File: config.mk
export PLATFORM = sky130hd
export DESIGN_NAME = ghst_ram
export DESIGN_NICKNAME = d
export VERILOG_FILES = /design/src/rtl/ghst_ram.sv
export SDC_FILE = /design/constraint.sdc
export NUM_CORES = 2
export LEC_CHECK = 0
export ABC_AREA = 1
export ABC_CLOCK_PERIOD_IN_PS = 1750
export BUFFER_PORTS_ARGS = -buffer_cell sky130_fd_sc_hd__buf_2
export CAP_MARGIN = 20
export CORE_ASPECT_RATIO = 1.4
export CORE_UTILIZATION = 49
export DETAILED_ROUTE_END_ITERATION = 8
export GPL_ROUTABILITY_DRIVEN = 1
export PLACE_DENSITY = 0.67
export SYNTH_ARGS = -nofsm -noshare
export SYNTH_HDL_FRONTEND = slang
export SYNTH_SLANG_ARGS = --single-unit
File: constraint.sdc
create_clock -name clk_i -period 1.75 [get_ports clk_i]
set_input_delay 0.175 -clock clk_i [delete_from_list [all_inputs] [get_ports clk_i]]
set_output_delay 0.175 -clock clk_i [all_outputs]
set_load 0.01 [all_outputs]
File: src/rtl/ghst_ram.sv
module ghst_ram #(
  parameter int WIDTH = 8,
  parameter int DEPTH = 256,
  localparam int AW = $clog2(DEPTH)
) (
  input  logic             clk_i,
  input  logic             we_i,
  input  logic [AW-1:0]    waddr_i,
  input  logic [WIDTH-1:0] wdata_i,
  input  logic [AW-1:0]    raddr_i,
  output logic [WIDTH-1:0] rdata_o
);

  logic [WIDTH-1:0] mem [DEPTH];
  logic [WIDTH-1:0] rdata_q;

  // Read returns the contents before a same-edge write.
  always_ff @(posedge clk_i) begin
    if (we_i) begin
      mem[waddr_i] <= wdata_i;
    end
    rdata_q <= mem[raddr_i];
  end

  assign rdata_o = rdata_q;

endmodule

# [Yosys cells after proc, flatten, opt, wreduce, memory -nomap -nowiden]
# Memories as Yosys holds them, arrays and structs flattened. A register that Yosys moved wholly into a read port is not among the register bits.
# Index checks and enable logic that the tools add are counted.
[word_totals] reg_bits=0 ramBits=2048 in_bits=26 out_inout_bits=8 wordCells=3 memories=1
[memory_table] name="mem" depth=256 word_bits=8 rd=1 rd_clocked_by_memory_dff=1 wr=1 line="14" source="logic [WIDTH-1:0] mem [DEPTH];"
[op_classes] mux=2
[ops] op="$mux 1" count=2

# [Depth between registers and ports, before layout]
[depth] ltp_word=2 mapped_depth=15 ltp_nobuf=11

# [Least setup slack after synthesis]
# OpenSTA, ideal clock, no wires.
[synth_timing] path_type="input -> register" startpoint="in we_i" endpoint="mem mem[162][0], enable pin" setup_ns=0.370 arrival_time_ns=1.296 required_ns=1.380 path_slack_ns=0.084 stages=4 path_buffers=2 cell_sequence="clkbuf_1 > nand3_1 > clkbuf_1 > nor2_1"
[synth_via] elab_chain_len=2
[synth_lines] element="start: declaration" line="7" source="input logic we_i,"
[synth_lines] element="$mux 1" line="19" source="if (we_i) begin"
[synth_lines] element="$mux 1 (implied by the code)" line="20" source="mem[waddr_i] <= wdata_i;"
[synth_lines] element="end: declaration" line="14"
# No other way between the ends.

==> flow_metrics.tcl <==
set metrics [dict create \
    outcome "complete, no violations" \
    finalSetupTns_ns 0 \
    pwr-share-clk_pct 39.1 \
    power_density_mw_per_mm2 1040 \
    fmax_mhz 587 \
    boundaryPins 34 \
    power.share.sequential_pct 53.8 \
    cts-buffers-inserted 180 \
    slew_headroom_pct 61.6 \
    critPathCaptureType "flip-flop" \
    yosys.area.top_type "edfxtp_1" \
    fin_nets 7492 \
    ys.flop_type "edfxtp_1" \
    post-route-min-period_ns 1.70 \
    core_sq_mm 0.169 \
    slowest_delay_ns 0.37 \
    worstHoldPathType "in2reg" \
    crit_top_cell "nand3_1" \
    setup_viol 0 \
    grt_pass1_wl_um 346000 \
    yosys-top-cells-area "edfxtp_1 74%, nand3_1 12%, nand2_1 9.6%" \
    critPathSlowestCell "edfxtp_1" \
    yosysTopAreaCellShare_pct 73.7 \
    filler_cell_count 13300 \
    grt_max_degree 92 \
    initial_core_util_pct 49.5 \
    cp-start-kind "flip-flop" \
    yosys-top-cells-count "2123 x nand2_1, 2048 x edfxtp_1, 2019 x nand3_1" \
    die_x_um 351 \
    synth_cell_types 14 \
    drv_cap 0 \
    drt_first_pass_iters 6 \
    async_flop_share_pct 0 \
    dr.first_iter.drc_count 6865 \
    yosysMostFrequentCell "nand2_1" \
    rsz0062_at_grt "false" \
    worst-path-buf-inv 0 \
    crit_fanout 1 \
    peakVddDrop_mv 0.957 \
    p_comb_share_pct 7.1 \
    power_leakage_nw 35.0 \
    syn_inst 7003 \
    r2r-start "mem[227][3]" \
    grtUsageTotal_pct 27.1 \
    clock-sinks 2056 \
    power.internal_w 0.0785 \
    dieArea_sq_mm 0.172 \
    path_class "reg2reg" \
    place_congestion 0.908 \
    arrival_ns 2.40 \
    rows 178 \
    clock_skew_ns 0.0216 \
    final_cells 9863 \
    drt_wl_total_um 234000 \
    clkTransAtPathRegs_ns 0.06 \
    critical_path.cell_chain "nand2_1 > nand3_1 > nand3_1 > nand3_1 > nand3_1 > nand3_1 > nand3_1 > nand2_1 > nand2_1 > nand2_1" \
    fin_crit_sh_pct 97.3 \
    dp_hpwl_um 148000 \
    worst_pin_slew_ns 0.576 \
    postRouteAntennaNets 0 \
    syn_to_final_growth_pct 16.8 \
    hold_start "waddr_i[5]" \
    finalHoldViolations 0 \
    switchingPower_w 0.0224 \
    r2r_slack_ns 0.05 \
    r2r_end "rdata_o[3]" \
    dp_cells 9524 \
    viasPerCell 5.75 \
    cts-root-buf "clkbuf_16" \
    yosys_warnings 0 \
    finish.instance_area_sq_mm 0.0974 \
    holdPathStages 5 \
    final_core_utilization_pct 57.8 \
    die-height_um 490 \
    synth_edf_count 2048 \
    r2r_cells 10 \
    layout-drive-gt1-share_pct 13.6 \
    syn_nets 7029 \
    cts_tree "done" \
    routed-via-count 56800 \
    ys_seq_area_share_pct 73.9 \
    clockBufferDepth 3 \
    clk_latency_ns 0.82 \
    drc 0 \
    io_buffers 33 \
    min_to "mem[71][7]" \
    placed_area_sq_mm 0.0913 \
    sw_frac_of_total_pct 22.2 \
    post_drt_wl_per_cell_um 23.7 \
    critical_path_required_ns 2.45 \
    finalMaxSlewViolations 0 \
    ys_ff_latch 2056 \
    antenna_found_initial 6 \
    h-tree-depth 4 \
    overflow 0 \
    syn_area_per_cell_sq_um 11.9 \
    cp_top_family "simple AND/OR/NAND/NOR gates" \
    grt_pass1_vias 55400 \
    syn_area_sq_mm 0.0834 \
]
power by group through the flow:
stage | Clock [W] | Sequential [W] | Combinational [W]
finish | 0.0394 | 0.0543 | 0.00714
global route | 0.0414 | 0.0543 | 0.00763
CTS | 0.0398 | 0.0543 | 0.00707
detailed placement | 0 | 0.0554 | 0.00700
global placement | 0 | 0.0554 | 0.00691
floorplan | 0 | 0.0554 | 0.00335
layer usage:
metal  part of all wire [%]  global-route usage, %  vias up
li1                       -                      -    25800
met3                    8.3                   4.32      602
met1                     37                   34.4    27700
met5                  0.022                      0        -
met4                    5.5                   13.8        8
met2                     49                   45.1     2707
tightest hold or removal path: stages:
cell and delay, ns:
buf_2 0.12, nor2_1 0.09, nand2_1 0.12, buf_12 0.17
nor2_1 0.08
sequential cells by signal, summed over array words and instances, names as in the netlist:
signal   count
rdata_o      8
mem       2048
per-stage QoR:
stage / hold slack, ns / total power (W) / setup slack (ns)
after floorplan: 0.274 / 0.0587 / 0.0835
after global placement: 0.551 / 0.0623 / -0.883
after detailed placement: 0.555 / 0.0624 / -0.890
after CTS: 0.0760 / 0.101 / -0.0167
after global routing: 0.131 / 0.103 / 0.00146
final: 0.130 / 0.101 / 0.0472
area by class of cell:
cell class / instances / area (sq um) / area share (%)
Clock buffer: 229 / 4920 / 5.05
Timing Repair Buffer: 764 / 7660 / 7.86
Clock inverter: 96 / 835 / 0.857
Sequential cell: 2056 / 61700 / 63.3
Tap cell: 2250 / 2820 / 2.89
Antenna cell: 4 / 10.0 / 0.0103
Multi-Input combinational cell: 4425 / 19300 / 19.8
Inverter: 39 / 180 / 0.185
cells in the final DEF, fill, tap and decap left out, drive strengths merged:
cell type	synthesis	routed
clkinv	0	74
nand2	2123	2123
diode	0	4
nor2	283	283
clkinvlp	0	4
inv	39	42
clkbuf	112	229
bufinv	0	15
dlygate4sd3	0	10
edfxtp	2048	2048
nand3	2019	2019
buf	371	754
dfxtp	8	8
kinds of logic after synthesis:
logic type | Yosys count | synth area share [%]
AND/OR/NAND/NOR | 4425 | 22.9
flip-flops | 2056 | 73.9
buffers and inverters | 522 | 3.12
worst max-delay path by stage:
| stage | end | startpoint | slack, ns | cells after the start |
|---|---|---|---|---|
| floorplan | mem[162][0] | we_i | 0.08 | 4 |
| CTS | rdata_o[2] | mem[189][2] | -0.02 | 10 |
| finish | rdata_o[3] | mem[227][3] | 0.05 | 10 |
| global placement | rdata_o[2] | raddr_i[0] | -0.88 | 15 |
| detailed placement | rdata_o[2] | raddr_i[0] | -0.89 | 15 |
| global route | rdata_o[1] | mem[47][1] | 0.001 | 11 |
timing repair:
item	4_1_cts	5_1_grt
setup buffers	0	0
endpoints found under the setup margin	5	8
hold buffers	10	0
resized for setup	10	26
hold endpoints to repair	1128	0
Note: power is estimated with default switching activity, not from simulation.
